===== src/rtl/bce_pkg.sv =====
// Package for the Bezier curve evaluator: default sizes, register indexes,
// curve order codes and the control word that travels down the pipeline.
// No dependencies.
`timescale 1ns / 1ps

package bce_pkg;

	localparam int COORD_WIDTH_DEF     = 16;
	localparam int PARAM_FRAC_BITS_DEF = 16;

	// Pipeline depth from input register to output register.
	localparam int PIPE_STAGES = 7;

	// Wide products are split into limbs of this many bits.
	localparam int LIMB_W = 24;

	localparam int CFG_IDX_W = 3;

	typedef enum logic [CFG_IDX_W-1:0] {
		REG_POINT_ZERO  = 3'd0,
		REG_POINT_ONE   = 3'd1,
		REG_POINT_TWO   = 3'd2,
		REG_POINT_THREE = 3'd3,
		REG_CURVE_ORDER = 3'd4
	} cfg_reg_t;

	localparam logic [1:0] ORDER_QUAD  = 2'd2;
	localparam logic [1:0] ORDER_CUBIC = 2'd3;
	localparam logic [1:0] ORDER_RESET = ORDER_CUBIC;

	typedef struct packed {
		logic zero;
		logic cubic;
	} ctl_t;

endpackage


===== src/rtl/bce_lerp.sv =====
// Second pipeline stage for one axis: the first blend level, two weighted
// sums of coefficient pairs by v and u. Uses bce_pkg for defaults.
`timescale 1ns / 1ps

module bce_lerp #(
	parameter int CW = bce_pkg::COORD_WIDTH_DEF,
	parameter int F  = bce_pkg::PARAM_FRAC_BITS_DEF
) (
	input  logic                   clk,
	input  logic                   en,
	input  logic [F:0]             u,
	input  logic [F:0]             v,
	input  logic signed [CW+1:0]   a,
	input  logic signed [CW+1:0]   b,
	input  logic signed [CW+1:0]   c,
	input  logic signed [CW+1:0]   d,
	output logic signed [CW+F+1:0] l_s2,
	output logic signed [CW+F+1:0] r_s2
);
	localparam int W1 = CW + F + 2;

	logic signed [F+1:0] us;
	logic signed [F+1:0] vs;
	logic signed [W1-1:0] l_c;
	logic signed [W1-1:0] r_c;

	always_comb begin
		us  = $signed({1'b0, u});
		vs  = $signed({1'b0, v});
		l_c = W1'(vs) * W1'(a) + W1'(us) * W1'(b);
		r_c = W1'(vs) * W1'(c) + W1'(us) * W1'(d);
	end

	always_ff @(posedge clk) begin
		if (en) begin
			l_s2 <= l_c;
			r_s2 <= r_c;
		end
	end

endmodule


===== config.mk =====
export PLATFORM = sky130hd
export DESIGN_NAME = bce_lerp
export DESIGN_NICKNAME = d
export VERILOG_FILES = /design/src/rtl/bce_pkg.sv /design/src/rtl/bce_lerp.sv
export SDC_FILE = /design/constraint.sdc
export NUM_CORES = 2
export LEC_CHECK = 0
export BUFFER_PORTS_ARGS = -buffer_cell sky130_fd_sc_hd__buf_2
export CAP_MARGIN = 30
export CORE_MARGIN = 10
export CORE_UTILIZATION = 30
export CTS_CLUSTER_DIAMETER = 80
export DETAILED_ROUTE_END_ITERATION = 16
export PLACE_DENSITY = 0.42
export SYNTH_ARGS = -nofsm -noshare
export SYNTH_HDL_FRONTEND = slang
export SYNTH_SLANG_ARGS = --single-unit

===== constraint.sdc =====
create_clock -name clk -period 23.1 [get_ports clk]
set_clock_uncertainty 0.2 [all_clocks]
set_input_delay 1.155 -clock clk [delete_from_list [all_inputs] [get_ports clk]]
set_output_delay 1.155 -clock clk [all_outputs]
set_load 0.01 [all_outputs]

==> results by stage <==
Status:
- The flow ran to the end, and the final reports show no timing, DRC or antenna violations.

Place:
- The total instance count after detailed placement is 6480.
- The global placer's final weighted congestion is 0.813.
- The count of buffers added on input and output ports is 175.
- The HPWL after detailed placement is 108000 um.

Setup path:
- The category of the worst setup path launch point is an input port.
- In this run the worst path has a maximum fanout of 23.
- The worst setup path is captured at a flip-flop.
- The slowest stage of the critical path is the sky130_fd_sc_hd__fa_1 cell.
- The kind of critical path is input port to flip-flop.
- The critical path's most frequent cell is sky130_fd_sc_hd__fa_1.
- On the worst path, the slowest cell contributes a delay of 560 ps.
- For the worst setup path, the data arrival time is 8670 ps.
- Traced cell by cell, the critical path runs through buf_2 -> buf_4 -> nand2_1 -> fa_1 -> inv_1 -> fa_1 -> inv_1 -> fa_1 -> fa_1 -> fa_1 -> inv_1 -> fa_1 -> fa_1 -> inv_1 -> fa_1 -> inv_1 -> ha_1 -> nand4_2 -> a211oi_2 -> o2111ai_2 -> a2111oi_2 -> o211ai_1 -> a211oi_1 -> a211oi_2.
- For the worst setup path, the data required time is 23060 ps.

Route:
- The detailed-router iteration count before antenna repair is 7.
- The average detailed-routed wire length per instance is 20.3 um.
- For this block, the via count after detailed routing is 29516.
- The remaining number of nets flagged by the antenna check after routing is 0.
- The detailed router's first-iteration violation count is 1466.
- The total wire length after detailed routing is 132000 um.
- The via count normalized by instance count is 4.54.
- After detailed routing, the number of remaining DRC violations is 0.

Logic synthesis:
- Of all flip-flops after synthesis, the portion carrying an async set or reset was 0%.
- When the netlist entered floorplanning its net count stood at 6194.
- The area of the mapped netlist is 0.0429 mm2.
- Of the synthesized area, sequential elements account for 4.76%.
- The top flip-flop cell by instance count after synthesis is sky130_fd_sc_hd__edfxtp_1.
- Yosys mapped the design onto 59 distinct sky130hd cell types.
- Yosys printed 0 warnings.
- Sorting the synthesized cells by area gives the leading types as sky130_fd_sc_hd__fa_1 50%, sky130_fd_sc_hd__ha_1 11%, sky130_fd_sc_hd__inv_1 11%, sky130_fd_sc_hd__and2_1 8.6%, sky130_fd_sc_hd__nand2_1 5.2%.
- Summed over all instances, the cell type with the most area after synthesis is sky130_fd_sc_hd__fa_1.
- The register bit total from synthesis is 68.
- The cell count after synthesis came out at 4612.
- The area fraction of the dominant cell type after synthesis is 50.4%.
- The average instance in the mapped netlist occupies 9.30 um2.
- Yosys mapped a number of flops with a built-in enable equal to 68.

Clock tree:
- The worst-case clock buffer depth is 2.
- After clock tree synthesis, the flow added hold-fix buffers numbering 0.
- The number of gates given a new drive strength after cts is 0.
- The number of setup buffers added after CTS is 0.
- Clock-pin slew was measured on the worst setup and hold paths at 70 ps.
- CTS built an H-tree with a depth of 3.
- The clock net sink count is 68.
- The cell at the root of the clock tree is sky130_fd_sc_hd__clkbuf_16.
- TritonCTS built the clock tree.
- The number of clock buffers added by TritonCTS is 9.

Timing:
- Measured against its own limit, the worst slew margin works out to 31.0%.
- The count of final setup violators is 0.
- Counting I/O delays and the setup requirement, the final critical path takes 8710 ps.
- Derived from the worst setup path, the maximum achievable clock frequency is 0.115 GHz.
- The summed negative setup slack over all endpoints is 0 ps.
- The worst hold-check slack is 1090 ps.
- The max-slew violation count was 0.
- Dividing the final minimum period by the clock period gives 37.7%.
- Setup repair after global routing left no endpoint under its margin.
- The transition time at the pin with the least slew margin is 1040 ps.
- The number of failing hold endpoints at the final stage is 0.

Layout:
- Leaving out fill and tap cells, the most frequent cells in the layout are 1262 x sky130_fd_sc_hd__inv_1, 1080 x sky130_fd_sc_hd__fa_1, 595 x sky130_fd_sc_hd__nand2_1.
- The number of nets in the finished design is 6185.
- Leaving out filler cells and counting taps, the final layout contains 6502.
- Cells with a size suffix above 1 make up 4.93% of the layout.
- Leaving out fill and tap cells, the most frequent cell in the layout is sky130_fd_sc_hd__inv_1.
- The signed area change from the synthesized netlist to the final layout is 6.74%.

Floorplan:
- The core outline area is 0.142 mm2.
- Measured along the y axis, the die boundary spans 398 um.
- The count of standard-cell rows is 138.
- The floorplan step set the die width to 398 um.
- For this design the top-level I/O count stands at 176.
- The die area is 0.158 mm2.
- The initial utilization of the core area, before any placement, comes to 30.2%.

GRT:
- Summed over all layers, the global routing overflow is 0.
- Global routing used 17.3% of the available tracks across all layers.
- The wire length of the first global-routing pass is 209000 um.
- The number of antenna violations at the first check in global routing is 18.
- The via count of the first global-routing pass is 33594.
- Entering global routing, the biggest net connects 37 pins.

Flow run:
- Across the run, the number of max-cap violations was 0.

Hold path:
- The path category of the worst min-delay check is input port to flip-flop.
cell families after synthesis:
group	after synthesis	synth area share (%)
buffers and inverters	1479	13.0
adders and majority gates	1474	61.9
and+or+nand+nor	1340	15.9
AOI/OAI and AO/OA	181	3.06
xor gates and xnor gates	68	1.39
DFF	68	4.76
muxes	2	0.0467
routing by layer:
metal | GRT usage [%] | vias up | share of wire [%]
li1 | - | 13148 | -
met1 | 25.6 | 15757 | 49
met2 | 28.0 | 524 | 46
met3 | 1.44 | 71 | 3.5
met4 | 2.63 | 16 | 1.0
met5 | 0 | - | 0.070
path summary, 6_finish.rpt:
path / start / endpoint / slack (ps) / cells past startpoint
worst min-delay path: en / r_s2[33]$_DFFE_PP_ / 1090 / 1
worst max-delay path: v[16] / r_s2[33]$_DFFE_PP_ / 14390 / 24
synthesized netlist by cell type (2+ instances only):
cell type                   instances
sky130_fd_sc_hd__o21ai_1            6
sky130_fd_sc_hd__a2111oi_2          3
sky130_fd_sc_hd__o21a_1             8
sky130_fd_sc_hd__a21oi_1           44
sky130_fd_sc_hd__o21bai_1          11
sky130_fd_sc_hd__a2111oi_0          2
sky130_fd_sc_hd__a211o_1            7
sky130_fd_sc_hd__nand2b_1          38
sky130_fd_sc_hd__mux2i_1            2
sky130_fd_sc_hd__xnor2_1           52
sky130_fd_sc_hd__nor2b_1           41
sky130_fd_sc_hd__a2111o_1           3
sky130_fd_sc_hd__a31oi_1            3
sky130_fd_sc_hd__or2_2              2
sky130_fd_sc_hd__nor2_1            34
sky130_fd_sc_hd__fa_1            1080
sky130_fd_sc_hd__nand2_1          595
sky130_fd_sc_hd__o211a_1            3
sky130_fd_sc_hd__or3_1              2
sky130_fd_sc_hd__a211oi_1           9
sky130_fd_sc_hd__o211ai_1           7
sky130_fd_sc_hd__ha_1             394
sky130_fd_sc_hd__nor3_1            13
sky130_fd_sc_hd__o31ai_1            5
sky130_fd_sc_hd__o21ai_0           22
sky130_fd_sc_hd__xor2_1            16
sky130_fd_sc_hd__nand3_1           11
sky130_fd_sc_hd__nand4b_1           2
sky130_fd_sc_hd__a221oi_1           2
sky130_fd_sc_hd__nand4_1            2
sky130_fd_sc_hd__a21o_1            27
sky130_fd_sc_hd__a211oi_2           3
sky130_fd_sc_hd__edfxtp_1          68
sky130_fd_sc_hd__and3_1             3
sky130_fd_sc_hd__and2_1           589
sky130_fd_sc_hd__inv_1           1262
sky130_fd_sc_hd__clkbuf_1         216
sky130_fd_sc_hd__nor4_1             3
sky130_fd_sc_hd__o31a_1             2
metrics by stage:
step                util (%)  cell area, um2  setup WS (ps)
finish                  32.3           45800          14390
global route            32.3           45800          14070
CTS                     32.2           45700          14360
global placement        32.1           45500          13990
detailed placement      32.1           45500          13900
floorplan                  -           42900          14870
registers in the layout, summed over array words and instances, names as in the netlist:
signal	count
l_s2	34
r_s2	34
area by class of cell:
cell class / instances / area [um2]
clock buffer: 11 / 233
antenna: 4 / 10.0
clock inverter: 5 / 28.8
sequential: 68 / 2040
tap: 1890 / 2360
multi-input combinational: 3065 / 35300
inverter: 1262 / 4740
fill: 14924 / 96000
timing repair buffer: 197 / 1070
worst max-delay path, delay by kind of cell:
family	cells	cell delay, ps
AO/OA/AOI/OAI	6	1670
AND/OR/NAND/NOR	2	350
buffers and inverters	7	990
adder cells (fa/ha/maj)	9	4450
Power is not shown: default switching activity piles up to over one toggle a cycle in this logic, so the estimate is an artifact.
