## src/rtl/bce_pkg.sv

```systemverilog
// Package for the Bezier curve evaluator: default sizes, register indexes,
// curve order codes and the control word that travels down the pipeline.
// No dependencies.
`timescale 1ns / 1ps

package bce_pkg;

	localparam int COORD_WIDTH_DEF     = 16;
	localparam int PARAM_FRAC_BITS_DEF = 16;

	// Pipeline depth from input register to output register.
	localparam int PIPE_STAGES = 7;

	// Wide products are split into limbs of this many bits.
	localparam int LIMB_W = 24;

	localparam int CFG_IDX_W = 3;

	typedef enum logic [CFG_IDX_W-1:0] {
		REG_POINT_ZERO  = 3'd0,
		REG_POINT_ONE   = 3'd1,
		REG_POINT_TWO   = 3'd2,
		REG_POINT_THREE = 3'd3,
		REG_CURVE_ORDER = 3'd4
	} cfg_reg_t;

	localparam logic [1:0] ORDER_QUAD  = 2'd2;
	localparam logic [1:0] ORDER_CUBIC = 2'd3;
	localparam logic [1:0] ORDER_RESET = ORDER_CUBIC;

	typedef struct packed {
		logic zero;
		logic cubic;
	} ctl_t;

endpackage

```

## src/rtl/bce_coef.sv

```systemverilog
// First pipeline stage: clamps u, forms v = 1 - u and selects the blend
// coefficients of both axes for the configured curve order. Uses bce_pkg.
`timescale 1ns / 1ps

module bce_coef #(
	parameter int CW = bce_pkg::COORD_WIDTH_DEF,
	parameter int F  = bce_pkg::PARAM_FRAC_BITS_DEF
) (
	input  logic                 clk,
	input  logic                 arst_n,
	input  logic                 en,
	input  logic [F:0]           param_u,
	input  logic [2*CW-1:0]      points [4],
	input  logic [1:0]           order,
	output logic [F:0]           u_s1,
	output logic [F:0]           v_s1,
	output logic signed [CW+1:0] cx_s1 [4],
	output logic signed [CW+1:0] cy_s1 [4],
	output bce_pkg::ctl_t        ctl_s1
);
	import bce_pkg::*;

	localparam logic [F:0] ONE = {1'b1, {F{1'b0}}};

	logic [F:0]           u_c;
	logic [F:0]           v_c;
	logic signed [CW+1:0] px [4];
	logic signed [CW+1:0] py [4];
	logic signed [CW+1:0] cx [4];
	logic signed [CW+1:0] cy [4];
	logic                 cubic;
	ctl_t                 ctl;

	always_comb begin
		u_c = (param_u > ONE) ? ONE : param_u;
		v_c = ONE - u_c;
		for (int i = 0; i < 4; i++) begin
			px[i] = (CW+2)'($signed(points[i][2*CW-1:CW]));
			py[i] = (CW+2)'($signed(points[i][CW-1:0]));
		end
		cubic = (order == ORDER_CUBIC);
		ctl.cubic = cubic;
		ctl.zero = !((order == ORDER_QUAD) || (order == ORDER_CUBIC));
		// Cubic weights are 1, 3, 3, 1; the quadratic form reuses the middle
		// point on both sides, which gives its weight of 2.
		cx[0] = px[0];
		cy[0] = py[0];
		if (cubic) begin
			cx[1] = (px[1] <<< 1) + px[1];
			cx[2] = (px[2] <<< 1) + px[2];
			cx[3] = px[3];
			cy[1] = (py[1] <<< 1) + py[1];
			cy[2] = (py[2] <<< 1) + py[2];
			cy[3] = py[3];
		end else begin
			cx[1] = px[1];
			cx[2] = px[1];
			cx[3] = px[2];
			cy[1] = py[1];
			cy[2] = py[1];
			cy[3] = py[2];
		end
	end

	always_ff @(posedge clk) begin
		if (en) begin
			u_s1   <= u_c;
			v_s1   <= v_c;
			cx_s1  <= cx;
			cy_s1  <= cy;
			ctl_s1 <= ctl;
		end
	end

	a_param_split: assert property (@(posedge clk) disable iff (!arst_n)
		en |=> (u_s1 <= ONE) && ((F+2)'(u_s1) + (F+2)'(v_s1) == (F+2)'(ONE)))
		else $error("u and v do not add up to one");

endmodule

```

## config.mk

```make
export PLATFORM = sky130hd
export DESIGN_NAME = bce_coef
export DESIGN_NICKNAME = d
export VERILOG_FILES = /design/src/rtl/bce_pkg.sv /design/src/rtl/bce_coef.sv
export SDC_FILE = /design/constraint.sdc
export NUM_CORES = 1
export LEC_CHECK = 0
export BUFFER_PORTS_ARGS = -buffer_cell sky130_fd_sc_hd__clkbuf_2
export CAP_MARGIN = 10
export CORE_UTILIZATION = 45
export DETAILED_ROUTE_END_ITERATION = 7
export GPL_ROUTABILITY_DRIVEN = 0
export PLACE_DENSITY = 0.85
export SYNTH_ARGS = -nofsm -noshare
export SYNTH_HDL_FRONTEND = slang
export SYNTH_SLANG_ARGS = --single-unit
export TNS_END_PERCENT = 20
```

## constraint.sdc

```tcl
create_clock -name clk -period 2.55 [get_ports clk]
set_clock_uncertainty 0.05 [all_clocks]
set_input_delay 0.51 -clock clk [delete_from_list [all_inputs] [get_ports clk]]
set_output_delay 0.51 -clock clk [all_outputs]
set_load 0.02 [all_outputs]
```

==> results of run 1 <==
[flip-flops by register name, indices dropped and copies added, names as in the netlist]
| signal | flops |
|---|---|
| cx_s1 | 68 |
| ctl_s1 | 2 |
| v_s1 | 16 |
| u_s1 | 17 |
| cy_s1 | 68 |
[worst paths after layout]
path   startpoint         to  slack [ns]
min   points[100]  cy_s1[58]        0.20
max    points[32]  cy_s1[29]        0.13
[power by group through the flow]
| stage | logic, uW | registers (uW) | clock network [uW] |
|---|---|---|---|
| floorplan | 804 | 3890 | 0 |
| global placement | 1900 | 3550 | 0 |
| detailed placement | 1960 | 3560 | 0 |
| CTS | 1970 | 3500 | 2580 |
| global route | 2150 | 3520 | 2670 |
| finish | 1980 | 3490 | 2540 |
[layout by cell type, fill, tap and decap left out, types with 5 or more instances in the layout]
cell type	Yosys	routed
buf_4	9	63
clkbuf_16	0	17
nor2b_1	18	18
a21oi_1	35	35
a21o_1	29	29
nor2_1	41	41
xnor2_1	16	16
xor2_1	14	14
or2_2	7	7
o21ai_0	51	51
nand2b_1	12	12
o211ai_1	14	14
o21a_1	14	14
inv_1	16	16
o31ai_1	12	12
ha_1	61	61
a221oi_1	5	5
o21bai_1	8	8
or3_1	5	5
a31oi_1	13	13
nand3_1	22	22
edfxtp_1	171	171
nor3_1	19	19
nor4_1	8	8
clkbuf_2	0	327
a211oi_1	15	15
nand4_1	6	6
a211o_1	6	6
nand2_1	172	171
and3_1	12	12
[logic make-up (layout without fill, tap and decap cells)]
logic type	after synthesis	in the layout	share of synthesized area
AO/OA/AOI/OAI	238	238	0.167
other	0	3	0
AND/OR/NAND/NOR	341	341	0.162
adder cells (fa/ha/maj)	65	65	0.0864
flip-flops	171	171	0.526
multiplexers	4	4	0.00410
XOR/XNOR	30	30	0.0269
buffers and inverters	62	442	0.0274
[layer usage]
metal	vias up	wire length, um
li1	4187	-
met3	61	1910
met5	-	0
met2	409	13900
met1	4136	11800
met4	0	1080
[area by class of cell]
class,count,area [um2],share of cell area
antenna,3,7.51,0.000592
clock buffer,17,425,0.0336
clock inverter,14,144,0.0114
inverter,17,63.8,0.00503
multi-input combinational,678,4370,0.345
sequential,171,5130,0.405
tap,275,344,0.0271
timing repair buffer,394,2180,0.172
[metrics by stage]
stage	power [uW]	TNS (ns)	hold slack (ns)
after CTS	8050	0	0.183
final	8010	0	0.202
after detailed placement	5510	-2.17	0.639
after floorplan	4690	0	0.559
after global placement	5450	-1.52	0.637
after global routing	8330	0	0.183
==> flow_summary_export.csv, run 1 <==
group,metric,value,unit
run_status,status,"finished clean",
finish,layout.cells.non_filler,1569,
sta,rsz0062_at_grt,"no",
die,io_pins,330,
sta,fin_ws,0.134,ns
sta,finalHoldViolCount,0,
synth,synth_fp_nets,1126,
clock_network,postCtsSetupRepairBufs,0,
synth,synthArstFlopShare,0,
worst_setup_path,cpPeakStageDelay,0.44,ns
worst_setup_path,cp_num_cells,8,
place,dp_hpwl,22.1,mm
die,die_y,149,um
die,dieArea,22300,um2
synth,synth_top_cell_area_share,0.526,
clock_network,cts_sinks,171,
grt,grt_pass1_wl,43.0,mm
synth,syn_area,9760,um2
pwr,p_int,5450,uW
synth,synth_seq_cells,171,
route,drt_iter0_markers,541,
grt,gr-usage-met1,0.305,
synth,yosysWarnings,0,
finish,fill_cells,1674,
sta,post-route-period-util,0.947,
grt,grt_max_degree,57,
sta,fmax,414,MHz
sta,setup_viol,0,
worst_setup_path,cp-end-kind,"register",
worst_setup_path,critPathBufInv,1,
synth,synth-main-ff-cell,"edfxtp_1",
route,drc_errors,0,
synth,ys_seq_area_frac,0.526,
route,drt_pass1_iterations,5,
worst_setup_path,crit_fanout,3,
synth,syn_inst,911,
clock_network,ctsResizeCount,0,
worst_setup_path,cpLargestDelayFamily,"compound AO/OA/AOI/OAI gates",
worst_setup_path,critPathKind,"input pin to register",
clock_network,htreeDepth,4,
synth,synth.top_cells.by_count,"172 x nand2_1, 171 x edfxtp_1, 61 x ha_1, 51 x o21ai_0, 41 x nor2_1",
sta,fin_crit,2.42,ns
place,io_buffers,328,
worst_setup_path,arrival,2.52,ns
synth,netlist_top_cells_area,"edfxtp_1 53%, ha_1 7.8%, nand2_1 6.6%, o21ai_0 2.6%, a21o_1 2.2%",
grt,antenna_found_initial,3,
pwr,leakage,0.00576,uW
clock_network,numCtsBuffers,17,
grt,grt_remaining_overflow,0,
finish,final_nets,1494,
min_path,hold_depth,1,
synth,netlist.top_cell.by_area,"edfxtp_1",
sta,slew_headroom,0.583,
clock_network,clock_path_buffers,2,
clock_network,postCtsHoldBufs,0,
route,routed_wl,28.7,mm
pwr,ir_drop,406,uV
pwr,power_frac_clock,0.316,
grt,grt_use_total,0.252,
pwr,pwr-share-comb,0.248,
synth,ys_types,61,
sta,worst_pin_slew,0.622,ns
worst_setup_path,cp.required,2.66,ns
finish,drive_gt1_frac,0.342,
pwr,swShare,0.320,
clock_network,root_buffer,"clkbuf_16",
die,row_count,53,
worst_setup_path,crit_path_top_delay_cell,"a211oi_1",
synth,synth_most_common_cell,"nand2_1",
clock_network,cts_tree,"built",
worst_setup_path,crit_chain,"clkbuf_2 -> ha_1 -> fa_1 -> a211oi_1 -> o21ai_0 -> a31oi_1 -> xor2_1 -> o21ai_0",
pwr,p_seq_frac,0.436,
worst_setup_path,cp-start-kind,"input pin",
finish,final_area,12700,um2
place,placed_cells,1535,
die,die_w,149,um
route,vias,8793,
worst_setup_path,path_common_cell,"o21ai_0",
synth,synth_edf_count,171,
grt,grt_pass1_vias,8254,
route,viasPerCell,5.60,
finish,finalCoreUtilization,0.599,
flow_run,drv_cap,0,
finish,areaGrowthSynthToFinish,29.8,%
sta,maxSlewViolCount,0,
route,postRouteAntennaNets,0,
die,start_util,0.461,
die,coreArea,21200,um2
grt,grt_busiest_layer,"met2",
synth,syn_area_per_cell,10.7,um2
grt,grt.met2_usage,0.428,
grt,met3_usage,0.0480,
min_path,hold_path_class,"input pin to register",
place,pre_cts_ws,-0.261,ns
clock_network,path_clk_slew,0.07,ns
route,wl_per_cell,18.3,um
pwr,switchingPower,2570,uW
place,place_area,12100,um2
pwr,p_per_area,632,nW/um2
(Power assumes the default switching activity.)
==> run 2, diff against run 1 <==
Settings changed: GPL_TIMING_DRIVEN set to 0.
==> run 2 against run 1 <==
  * The run now ends with setup timing left
  * Critical path depth fell by 1
  * Sequential power barely moved
  * Global-route usage rose by 1.6 points
  * Critical path type unchanged
  * Largest cell class unchanged
==> flow_summary_export.csv, run 2 (synthesis results as in run 1) <==
group,metric,value,unit
worst_setup_path,cpLargestDelayFamily,"compound AO/OA/AOI/OAI gates",
sta,hold_ws,0.196,ns
place,io_buffers,328,
worst_setup_path,crit_path_top_delay_cell,"o311ai_0",
pwr,total_power,8040,uW
finish,top_regs,"cx_s1 (68), cy_s1 (68), u_s1 (17)",
grt,antenna_found_initial,3,
sta,maxSlewViolCount,0,
clock_network,cts_tree,"built",
route,viasPerCell,5.75,
place,place_area,11800,um2
die,coreArea,21200,um2
route,drt_pass1_iterations,6,
finish,final_nets,1474,
sta,worst_pin_slew,0.775,ns
run_status,violations,"setup timing",
sta,fmax,392,MHz
clock_network,path_clk_slew,0.08,ns
clock_network,root_buffer,"clkbuf_16",
finish,drive_gt1_frac,0.307,
route,vias,8903,
die,dieArea,22300,um2
clock_network,numCtsBuffers,17,
finish,fill_cells,1786,
route,routed_wl,30.5,mm
worst_setup_path,crit_fanout,4,
grt,grt_pass1_wl,45.2,mm
place,placed_cells,1515,
clock_network,clock_path_buffers,2,
die,row_count,53,
grt,grt_use_total,0.268,
pwr,p_per_area,648,nW/um2
route,drc_errors,0,
place,pre_cts_ws,-0.446,ns
worst_setup_path,critPathKind,"input pin to register",
pwr,ir_drop,350,uV
finish,areaGrowthSynthToFinish,27.2,%
clock_network,postCtsHoldBufs,0,
worst_setup_path,arrival,2.63,ns
sta,setup_viol,1,
finish,layout_commonest_cell,"clkbuf_2",
worst_setup_path,cp-end-kind,"register",
sta,slew_headroom,0.483,
sta,finalHoldViolCount,0,
worst_setup_path,crit_chain,"clkbuf_2 -> ha_1 -> fa_1 -> a211oi_2 -> o21ai_0 -> a32oi_2 -> o311ai_0",
grt,grt_pass1_vias,8433,
die,die_y,149,um
route,drt_iter0_markers,648,
finish,layout.cells.non_filler,1549,
die,die_w,149,um
min_path,hold_path_class,"input pin to register",
flow_run,drv_cap,0,
route,postRouteAntennaNets,0,
worst_setup_path,cp.required,2.63,ns
die,start_util,0.461,
worst_setup_path,cpPeakStageDelay,0.72,ns
die,io_pins,330,
grt,grt_max_degree,99,
finish,final_area,12400,um2
clock_network,htreeDepth,4,
sta,fin_ws,-0.00131,ns
route,wl_per_cell,19.7,um
clock_network,cts_sinks,171,
place,dp_hpwl,22.9,mm
finish,final_cell_mix,"330 x clkbuf_2, 172 x nand2_1, 171 x edfxtp_1, 61 x ha_1, 51 x o21ai_0",
sta,post-route-period-util,1.00,
grt,grt_remaining_overflow,0,
worst_setup_path,critPathBufInv,1,
pwr,leakage,0.00555,uW
sta,fin_crit,2.55,ns
run_status,status,"finished with violations",
worst_setup_path,cp-start-kind,"input pin",
[run 2: cell types whose count changed in the layout (fill, tap and decap cells not counted), sizes merged]
cell	before	now
buf	67	17
clkbuf	344	374
clkinv	3	9
clkinvlp	3	0
diode	3	2
inv	25	23
[run 2: area by class of cell]
type	instances	area, um2	share of cell area
antenna	2	5.00	0.000403
buffer	45	208	0.0167
clock inverter	15	173	0.0139
multi-input combinational	678	4380	0.353
inverter	17	63.8	0.00514
tap	275	344	0.0277
clock buffer	17	425	0.0343
timing repair buffer	329	1680	0.135
sequential	171	5130	0.414
[run 2: path summary, 6_finish.rpt]
kind,start,to,slack [ns],depth (start not counted)
setup / recovery,points[33],cy_s1[31],-0.001,7
hold / removal,points[113],cx_s1[55],0.20,1
[run 2: report_power, final]
part,switching (uW),internal (uW),leakage [uW],total [uW]
Combinational,1260,671,0.00359,1940
Sequential,82.3,3410,0.00167,3490
Clock,1290,1330,0.000292,2620
[run 2: stage by stage]
| step | util | setup TNS, ns |
|---|---|---|
| floorplan | - | 0 |
| global placement | 0.555 | -283.56 |
| detailed placement | 0.557 | -20.57 |
| CTS | 0.586 | -0.0895 |
| global route | 0.587 | -0.0108 |
| finish | 0.587 | -0.00131 |
[run 2: routing by layer]
metal / vias to the layer above / part of all wire / track usage
li1: 4139 / - / -
met1: 4167 / 0.39 / 0.323
met2: 520 / 0.49 / 0.455
met3: 77 / 0.085 / 0.0526
met4: 0 / 0.039 / 0.136
met5: - / 0 / 0
[run 2: what timing repair did]
item                       in CTS  in global routing
buffers inserted                0                  0
gates resized for setup         1                  9
setup endpoints to repair       3                 25
