## src/rtl/bce_pkg.sv

```systemverilog
// Package for the Bezier curve evaluator: default sizes, register indexes,
// curve order codes and the control word that travels down the pipeline.
// No dependencies.
`timescale 1ns / 1ps

package bce_pkg;

	localparam int COORD_WIDTH_DEF     = 16;
	localparam int PARAM_FRAC_BITS_DEF = 16;

	// Pipeline depth from input register to output register.
	localparam int PIPE_STAGES = 7;

	// Wide products are split into limbs of this many bits.
	localparam int LIMB_W = 24;

	localparam int CFG_IDX_W = 3;

	typedef enum logic [CFG_IDX_W-1:0] {
		REG_POINT_ZERO  = 3'd0,
		REG_POINT_ONE   = 3'd1,
		REG_POINT_TWO   = 3'd2,
		REG_POINT_THREE = 3'd3,
		REG_CURVE_ORDER = 3'd4
	} cfg_reg_t;

	localparam logic [1:0] ORDER_QUAD  = 2'd2;
	localparam logic [1:0] ORDER_CUBIC = 2'd3;
	localparam logic [1:0] ORDER_RESET = ORDER_CUBIC;

	typedef struct packed {
		logic zero;
		logic cubic;
	} ctl_t;

endpackage

```

## src/rtl/bce_round_sat.sv

```systemverilog
// Last pipeline stage for one axis: adds the two blend halves, rounds to
// nearest with ties upward, and saturates to the coordinate width. Uses bce_pkg.
`timescale 1ns / 1ps

module bce_round_sat #(
	parameter int CW = bce_pkg::COORD_WIDTH_DEF,
	parameter int F  = bce_pkg::PARAM_FRAC_BITS_DEF
) (
	input  logic                       clk,
	input  logic                       arst_n,
	input  logic                       en,
	input  logic                       zero,
	input  logic signed [CW+3*F+1:0]   l3,
	input  logic signed [CW+3*F+1:0]   r3,
	output logic signed [CW-1:0]       coord_s7
);
	localparam int W3 = CW + 3 * F + 2;
	localparam int WS = W3 + 1;
	localparam int SH = 3 * F;
	localparam logic signed [WS-1:0] HALF = WS'(1) <<< (SH - 1);
	localparam logic signed [CW-1:0] MAX_C = {1'b0, {(CW-1){1'b1}}};
	localparam logic signed [CW-1:0] MIN_C = {1'b1, {(CW-1){1'b0}}};

	logic signed [WS-1:0] sum;
	logic [CW+2:0]        q;
	logic                 fits;
	logic signed [CW-1:0] res;

	always_comb begin
		sum  = WS'(l3) + WS'(r3) + HALF;
		q    = sum[WS-1:SH];
		fits = (&q[CW+2:CW-1]) || !(|q[CW+2:CW-1]);
		if (zero) begin
			res = '0;
		end else if (fits) begin
			res = q[CW-1:0];
		end else begin
			res = q[CW+2] ? MIN_C : MAX_C;
		end
	end

	always_ff @(posedge clk) begin
		if (en) begin
			coord_s7 <= res;
		end
	end

	a_zero_order: assert property (@(posedge clk) disable iff (!arst_n)
		en && zero |=> coord_s7 == '0)
		else $error("unused curve order did not give the origin");

	a_sat_range: assert property (@(posedge clk) disable iff (!arst_n)
		en && !zero && !fits |=> (coord_s7 == MAX_C) || (coord_s7 == MIN_C))
		else $error("overflowing blend not saturated");

endmodule

```

## config.mk

```make
export PLATFORM = sky130hd
export DESIGN_NAME = bce_round_sat
export DESIGN_NICKNAME = d
export VERILOG_FILES = /design/src/rtl/bce_pkg.sv /design/src/rtl/bce_round_sat.sv
export SDC_FILE = /design/constraint.sdc
export NUM_CORES = 1
export LEC_CHECK = 0
export BUFFER_PORTS_ARGS = -buffer_cell sky130_fd_sc_hd__buf_4
export CAP_MARGIN = 0
export CORE_ASPECT_RATIO = 1.25
export CORE_MARGIN = 2
export CORE_UTILIZATION = 45
export DETAILED_ROUTE_END_ITERATION = 6
export GPL_ROUTABILITY_DRIVEN = 0
export HOLD_SLACK_MARGIN = 0.06
export PLACE_DENSITY = 0.8
export SYNTH_ARGS = -nofsm -noshare
export SYNTH_HDL_FRONTEND = slang
export SYNTH_SLANG_ARGS = --single-unit
```

## constraint.sdc

```tcl
create_clock -name clk -period 6.9 [get_ports clk]
set_input_delay 0.69 -clock clk [delete_from_list [all_inputs] [get_ports clk]]
set_output_delay 0.69 -clock clk [all_outputs]
set_load 0.005 [all_outputs]
```

==> results of run 1 <==
## placed cells by master, fill, tap and decap left out, types with 7 or more instances in the layout
| cell type | count |
|---|---|
| edfxtp_1 | 16 |
| ha_1 | 129 |
| o211ai_1 | 9 |
| a21oi_1 | 67 |
| nor4_1 | 7 |
| nor3_1 | 12 |
| buf_4 | 150 |
| a21o_1 | 18 |
| o21ai_0 | 36 |
| nor2_1 | 27 |
| nand2_1 | 47 |
| xnor2_1 | 11 |
| nand4_1 | 20 |
| inv_1 | 15 |
| nand3_1 | 19 |
| a211oi_1 | 7 |
## worst max path at each step
| stage | startpoint | to | slack, ns | depth (start not counted) |
|---|---|---|---|---|
| after floorplan | l3[24] | coord_s7[13] | 3.17 | 13 |
| after global placement | l3[27] | coord_s7[14] | 2.57 | 13 |
| after detailed placement | l3[26] | coord_s7[9] | 2.48 | 13 |
| after CTS | l3[26] | coord_s7[9] | 2.69 | 13 |
| after global routing | l3[26] | coord_s7[9] | 2.47 | 13 |
| final | l3[26] | coord_s7[9] | 2.61 | 13 |
## cells by family after synthesis
kind of cell | after synthesis
AO/OA/AOI/OAI | 190
buffers and inverters | 29
adder cells (fa/ha/maj) | 129
AND/OR/NAND/NOR | 155
flip-flops | 16
XOR/XNOR | 16
## layer usage
layer | wire length [um] | global-route usage [%] | vias up
li1 | - | - | 2387
met1 | 4370 | 23.8 | 2171
met2 | 6350 | 43.1 | 182
met3 | 657 | 1.65 | 29
met4 | 267 | 6.97 | 0
met5 | 0 | 0 | -
## final cells by class
class / instances / share of cell area (%)
Multi-Input combinational cell: 490 / 66.5
Timing Repair Buffer: 150 / 19.9
Sequential cell: 16 / 8.49
Tap cell: 126 / 2.79
Clock buffer: 3 / 1.33
Inverter: 15 / 0.995
## stage by stage
step                      util [%]  cell area (sq um)
after floorplan                  -               4370
after global placement        58.7               5580
after detailed placement      58.7               5580
after CTS                     59.5               5660
after global routing          59.5               5660
final                         59.5               5660
## power by group
group | internal (W) | switching, W
Clock | 0.0000755 | 0.0000294
Sequential | 0.000126 | 0.00000332
Combinational | 0.000225 | 0.000266
Total | 0.000426 | 0.000299
==> qor.yml, run 1 <==
grt_start_max_net_pins: 17
slew_headroom_pct: 48.8
cts_buffer_depth: 2
synth.top_cell.area_share_pct: 37.0
cts_tree: "yes"
dp_cells: 797
worstSetupStartpointType: "input port"
grt_pass1_vias: 4648
fin_crit_ns: 4.29
yosysUniqueCellTypes: 59
hold_buffers: 0
htree_levels: 1
yosys.area_share.simple_pct: 17.7
powerDensity_nw_per_um2: 128
regMostFlops: "coord_s7"
fin_hold_ws_ns: 0.758
status: "complete, no violations"
track_usage_pct: 21.6
rows: 40
synth_enable_flop_cells: 16
synth_top_family_by_area: "adder cells"
grt-ovfl-total: 0
viasPerCell: 5.96
io_buffers: 150
dieArea_sq_um: 10500
power_w: 0.000725
core_sq_um: 9510
vias: 4769
antenna_found_initial: 0
dp_slack_ns: 2.48
cpLargestDelayFamily: "compound AO/OA/AOI/OAI gates"
drtAntennaViolNets: 0
drc: 0
clkSinkCount: 16
fin_tns_setup_ns: 0
ys_ff_latch: 16
worstPathMaxFanout: 15
multi_input_area_sq_um: 3760
synth_xor_area_share_pct: 3.21
fill_cells: 871
worst_ep_arrival_time_ns: 4.24
p_leak_nw: 2.75
finalCritPeriodShare_pct: 62.2
hold_start: "zero"
firstDrtPassIters: 5
num-nets-final: 941
clkTransAtPathRegs_ns: 0.04
die_w_um: 92.1
ys_seq_area_share_pct: 11.0
fin_cells: 800
setup_violations: 0
cp-end-kind: "flip-flop"
async_flop_share_pct: 0
drv_cap: 0
cpMaxStageDelayCell: "a32oi_2"
io_pins: 152
worst_slack_ns: 2.61
path_buf_inv: 1
diodes: 0
yosys-top-cells-count: "ha_1 (129), a21oi_1 (67), nand2_1 (47), o21ai_0 (36), nor2_1 (27)"
worst_hold_path.endpoint: "coord_s7[15]"
fmax_ghz: 0.233
areaGrowthSynthToFinish_pct: 29.5
grt_first_pass_wirelength_um: 19400
rsz0062_at_grt: "false"
worst-slew-pin-transition_ns: 0.768
die_h_um: 114
cp_cell_sequence: "buf_4 -> ha_1 -> ha_1 -> nand4_1 -> nor4_1 -> o2111ai_1 -> nand3_1 -> o2111ai_1 -> o211ai_1 -> a21oi_1 -> xnor2_1 -> a32oi_2 -> a21oi_1"
synthFlopType: "edfxtp_1"
synthesis.area_per_instance_sq_um: 8.16
cts_setup_buffers: 0
cpPeakStageDelay_ns: 0.66
synthTopCellsByArea: "ha_1 (37%), edfxtp_1 (11%), a21oi_1 (7.7%)"
wirelength_um: 11700
cts-resized-gates: 0
drt-initial-drc-count: 174
post_route_cells_drive_above_1_share_pct: 24.9
yosys.area.top_type: "ha_1"
synthMuxAreaShare_pct: 0
routedWlPerCell_um: 14.6
start_util_pct: 45.9
synth.most_common_cell: "ha_1"
yosysWarnings: 0
vdd_drop_max_mv: 0.0680
dpl.hpwl_um: 10300
root_buffer: "clkbuf_16"
hp-class: "input port to flip-flop"
largestRegisters: "coord_s7 x16"
largest_register_ffs: 16
synthAdderAreaFrac_pct: 37.0
worstPathRequired_ns: 6.85
netlist_area_sq_um: 4370
path_class: "input port to flip-flop"
syn_nets: 800
cts_buffers: 3
worstHoldPathCells: 2
synthCells: 535
ff_latch_area_sq_um: 480
slew_viol_final: 0
synth_compound_area_share_pct: 28.3
final_hold_viol_count: 0
No activity file was read; power rests on OpenSTA's default activity.
==> run 2, diff against run 1 <==
- ABC_AREA: default -> 1
- PLACE_DENSITY: 0.8 -> 0.79
- clock period: 6.9 -> 3.84 ns (I/O delays scaled with it)
==> qor.yml, run 2 <==
status: "complete, no violations"
rsz0062_at_grt: "false"
grt_start_max_net_pins: 17
cts_buffer_depth: 2
drtAntennaViolNets: 0
final_hold_viol_count: 0
slew_viol_final: 0
netlist_area_sq_um: 5900
core_sq_um: 12700
power_w: 0.00155
drt-initial-drc-count: 394
worst_ep_arrival_time_ns: 3.17
async_flop_share_pct: 0
hold_buffers: 0
slew_headroom_pct: 59.5
worstPathMaxFanout: 16
track_usage_pct: 23.2
vias: 6719
viasPerCell: 5.26
ys_ff_latch: 16
dieArea_sq_um: 14000
p_leak_nw: 3.83
final_cell_mix: "nand2_1 (268), buf_4 (150), ha_1 (129)"
grt-ovfl-total: 0
hp-class: "input port to flip-flop"
vdd_drop_max_mv: 0.233
regMostFlops: "coord_s7"
firstDrtPassIters: 7
syn_nets: 1226
root_buffer: "clkbuf_16"
start_util_pct: 46.4
synth_enable_flop_cells: 16
worst-slew-pin-transition_ns: 0.603
synthFlopType: "edfxtp_1"
worstPathRequired_ns: 3.82
cts_tree: "yes"
htree_levels: 1
fin_crit_ns: 3.19
yosysWarnings: 0
powerDensity_nw_per_um2: 214
cts_buffers: 3
grt_pass1_vias: 6470
finalCritPeriodShare_pct: 83.0
grt_first_pass_wirelength_um: 27700
clkSinkCount: 16
diodes: 0
synth.top_cell.area_share_pct: 27.4
num-nets-final: 1376
path_class: "input port to flip-flop"
yosysUniqueCellTypes: 41
ys_seq_area_share_pct: 8.14
synthTopCellsByArea: "ha_1 (27%), nand2_1 (17%), edfxtp_1 (8.1%)"
drv_cap: 0
largestRegisters: "coord_s7 x16"
io_buffers: 150
drc: 0
worstHoldPathCells: 1
cts_setup_buffers: 0
antenna_found_initial: 0
dpl.hpwl_um: 14600
synth.most_common_cell: "nand2_1"
yosys-top-cells-count: "nand2_1 (268), ha_1 (129), nor2_1 (118), inv_1 (99), a21oi_1 (89)"
fmax_ghz: 0.314
final_common_cell: "nand2_1"
io_pins: 152
setup_violations: 0
synthCells: 961
post_route_cells_drive_above_1_share_pct: 19.4
cp-end-kind: "flip-flop"
synthesis.area_per_instance_sq_um: 6.14
die_h_um: 132
largest_register_ffs: 16
worstSetupStartpointType: "input port"
cts-resized-gates: 0
die_w_um: 106
yosys.area.top_type: "ha_1"
clkTransAtPathRegs_ns: 0.04
routedWlPerCell_um: 12.7
rows: 46
fin_tns_setup_ns: 0
wirelength_um: 16300
areaGrowthSynthToFinish_pct: 22.7
==> run 2: cell count changes after synthesis, moves of 12 or more <==
| cell | change |
|---|---|
| nor2_1 | +91 |
| nor2_2 | +14 |
| nand3_1 | +44 |
| inv_1 | +84 |
| a21oi_1 | +22 |
| inv_2 | +12 |
| nand2_1 | +221 |
| nand4_1 | -15 |
==> run 2: worst max-delay path: stages <==
cell	delay (ns)
buf_4	0.11
ha_1	0.29
ha_1	0.37
a21oi_1	0.21
o21ai_0	0.21
a21oi_1	0.28
nand2_1	0.09
a21oi_1	0.31
nand3_1	0.13
nand2_1	0.09
nand3_1	0.12
nand2_4	0.20
nand2_2	0.10
nand2_4	0.19
a21oi_1	0.10
==> run 2: metal layers <==
metal	GRT usage [%]	wire length [um]
met4	9.24	654
met2	42.8	8060
met1	27.6	6570
met3	1.48	965
met5	0	0
==> run 2: logic make-up after synthesis <==
| family | Yosys count | share of synthesized area, % |
|---|---|---|
| AO/OA/AOI/OAI | 180 | 17.7 |
| XOR/XNOR | 3 | 0.445 |
| adder cells (fa/ha/maj) | 129 | 27.4 |
| buffers and inverters | 117 | 8.33 |
| flip-flops | 16 | 8.14 |
| AND/OR/NAND/NOR | 516 | 38.0 |
==> run 2: power breakdown <==
part | leakage (nW) | internal (W) | switching (W) | total (W)
Sequential | 0.154 | 0.000226 | 0.00000586 | 0.000231
Clock | 0.0370 | 0.000136 | 0.0000582 | 0.000194
Combinational | 3.64 | 0.000447 | 0.000679 | 0.00113
==> run 2: cell type report <==
type | count | area [sq um]
multi-input cells | 828 | 4930
fillers | 1274 | 5480
well taps | 168 | 210
flip-flops and latches | 16 | 480
inverters | 112 | 420
clock buffers | 3 | 75.1
repair buffers | 150 | 1130
==> run 2: final timing paths <==
path,from,end,slack [ns]
setup / recovery,l3[59],coord_s7[7],0.65
hold / removal,en,coord_s7[2],0.50
==> run 2: stage by stage <==
step | hold slack, ns | worst slack, ns | util (%) | cell area (sq um) | instances
2_1_floorplan | 0.496 | 1.13 | - | 5900 | 961
3_3_place_gp | 0.747 | 0.524 | 56.3 | 7160 | 1274
3_5_place_dp | 0.757 | 0.457 | 56.3 | 7160 | 1274
4_1_cts | 0.504 | 0.709 | 56.9 | 7240 | 1277
5_1_grt | 0.518 | 0.464 | 56.9 | 7240 | 1277
6_report | 0.498 | 0.653 | 56.9 | 7240 | 1277
==> run 3, diff against run 2 <==
- PLACE_DENSITY: 0.79 -> 0.77
- clock period: 3.84 -> 3.2 ns (I/O delays scaled with it)
==> qor.yml, run 3 (synthesized netlist as in run 2, its figures left out) <==
setup_violations: 0
final_hold_viol_count: 0
grt_first_pass_wirelength_um: 27400
p_switching_w: 0.000897
status: "complete, no violations"
cts_setup_buffers: 0
fin_crit_ns: 2.95
rsz0062_at_grt: "false"
wirelength_um: 16300
fin_tns_setup_ns: 0
root_buffer: "clkbuf_16"
finalCritPeriodShare_pct: 92.0
grt_start_max_net_pins: 17
cpMostUsedCell: "nand2_1"
cts_buffers: 3
dp_slack_ns: 0.0924
cpPeakStageDelay_ns: 0.43
worstSetupStartpointType: "input port"
seq_power_share_pct: 14.6
core_sq_um: 12700
cts-resized-gates: 0
areaGrowthSynthToFinish_pct: 24.2
fmax_ghz: 0.340
rows: 46
num-nets-final: 1386
drt-initial-drc-count: 275
power_w: 0.00190
final_cell_mix: "nand2_1 (268), buf_4 (159), ha_1 (129)"
largest_register_ffs: 16
drtAntennaViolNets: 0
p_clk_share_pct: 12.2
dieArea_sq_um: 14000
vdd_drop_max_mv: 0.269
cp-end-kind: "flip-flop"
clkTransAtPathRegs_ns: 0.04
antenna_found_initial: 0
utilization_pct: 57.6
hp-class: "input port to flip-flop"
p_comb_share_pct: 73.3
p_int_w: 0.00101
track_usage_pct: 23.1
cts_buffer_depth: 2
largestRegisters: "coord_s7 x16"
worst-slew-pin-transition_ns: 0.562
io_pins: 152
worstPathMaxFanout: 15
cpMaxStageDelayCell: "ha_1"
diodes: 0
drc: 0
grt_pass1_vias: 6399
worstPathRequired_ns: 3.30
clkSinkCount: 16
swShare_pct: 47.1
viasPerCell: 5.19
p_leak_nw: 3.88
hold_buffers: 0
regMostFlops: "coord_s7"
vias: 6679
die_w_um: 106
firstDrtPassIters: 5
io_buffers: 150
start_util_pct: 46.4
die_h_um: 132
slew_headroom_pct: 62.2
htree_levels: 1
grt-ovfl-total: 0
powerDensity_nw_per_um2: 260
routedWlPerCell_um: 12.7
slew_viol_final: 0
path_class: "input port to flip-flop"
worst_slack_ns: 0.255
cp_cell_sequence: "buf_4 -> ha_1 -> ha_1 -> nand2_1 -> o21ai_1 -> nand2_1 -> a21oi_1 -> nor2_2 -> nand2_1 -> nor2_1 -> nand2_1 -> nand2_1 -> nand2_2 -> nand2_2 -> nand2_4 -> buf_4 -> nand3_1 -> a21oi_2"
drv_cap: 0
worst_ep_arrival_time_ns: 3.04
dpl.hpwl_um: 14700
final_common_cell: "nand2_1"
post_route_cells_drive_above_1_share_pct: 20.1
cts_tree: "yes"
## run 3: cell count changes in the layout (fill, tap and decap cells not counted)
| cell | previous run | this run |
|---|---|---|
| buf_12 | 0 | 1 |
| buf_4 | 150 | 159 |
## run 3: routing by layer
metal	share of wire, %	GRT usage (%)	wire [um]
met1	41	26.3	6630
met2	50	44.4	8190
met3	5.6	1.83	921
met4	3.5	8.08	570
met5	0	0	0
## run 3: layout make-up
| cell class | instances | area (sq um) |
|---|---|---|
| fill | 1306 | 5390 |
| multi-input combinational | 828 | 4930 |
| timing repair buffer | 160 | 1210 |
| sequential | 16 | 480 |
| inverter | 112 | 420 |
| tap | 168 | 210 |
| clock buffer | 3 | 75.1 |
## run 3: path summary, 6_finish.rpt
kind / from / to / slack (ns) / cells past startpoint
min: en / coord_s7[2] / 0.44 / 1
max: l3[53] / coord_s7[3] / 0.25 / 18
## run 3: power groups by stage
| stage | sequential, W | clock, W | combinational [W] |
|---|---|---|---|
| 2_1_floorplan | 0.000286 | 0 | 0.000943 |
| 3_3_place_gp | 0.000281 | 0 | 0.00136 |
| 3_5_place_dp | 0.000282 | 0 | 0.00138 |
| 4_1_cts | 0.000278 | 0.000230 | 0.00139 |
| 5_1_grt | 0.000279 | 0.000239 | 0.00157 |
| 6_report | 0.000278 | 0.000231 | 0.00139 |
## run 3: worst max-delay path, delay by kind of cell
kind,cells,cell delay (ns)
simple gates,11,1.00
fa+ha+maj,2,0.72
compound gates,3,0.67
buf+inv,2,0.31
## run 3: stage by stage
stage | instances | hold slack [ns] | area, sq um
floorplan | 961 | 0.432 | 5900
global placement | 1284 | 0.684 | 7250
detailed placement | 1284 | 0.684 | 7250
CTS | 1287 | 0.437 | 7330
global route | 1287 | 0.452 | 7330
finish | 1287 | 0.436 | 7330
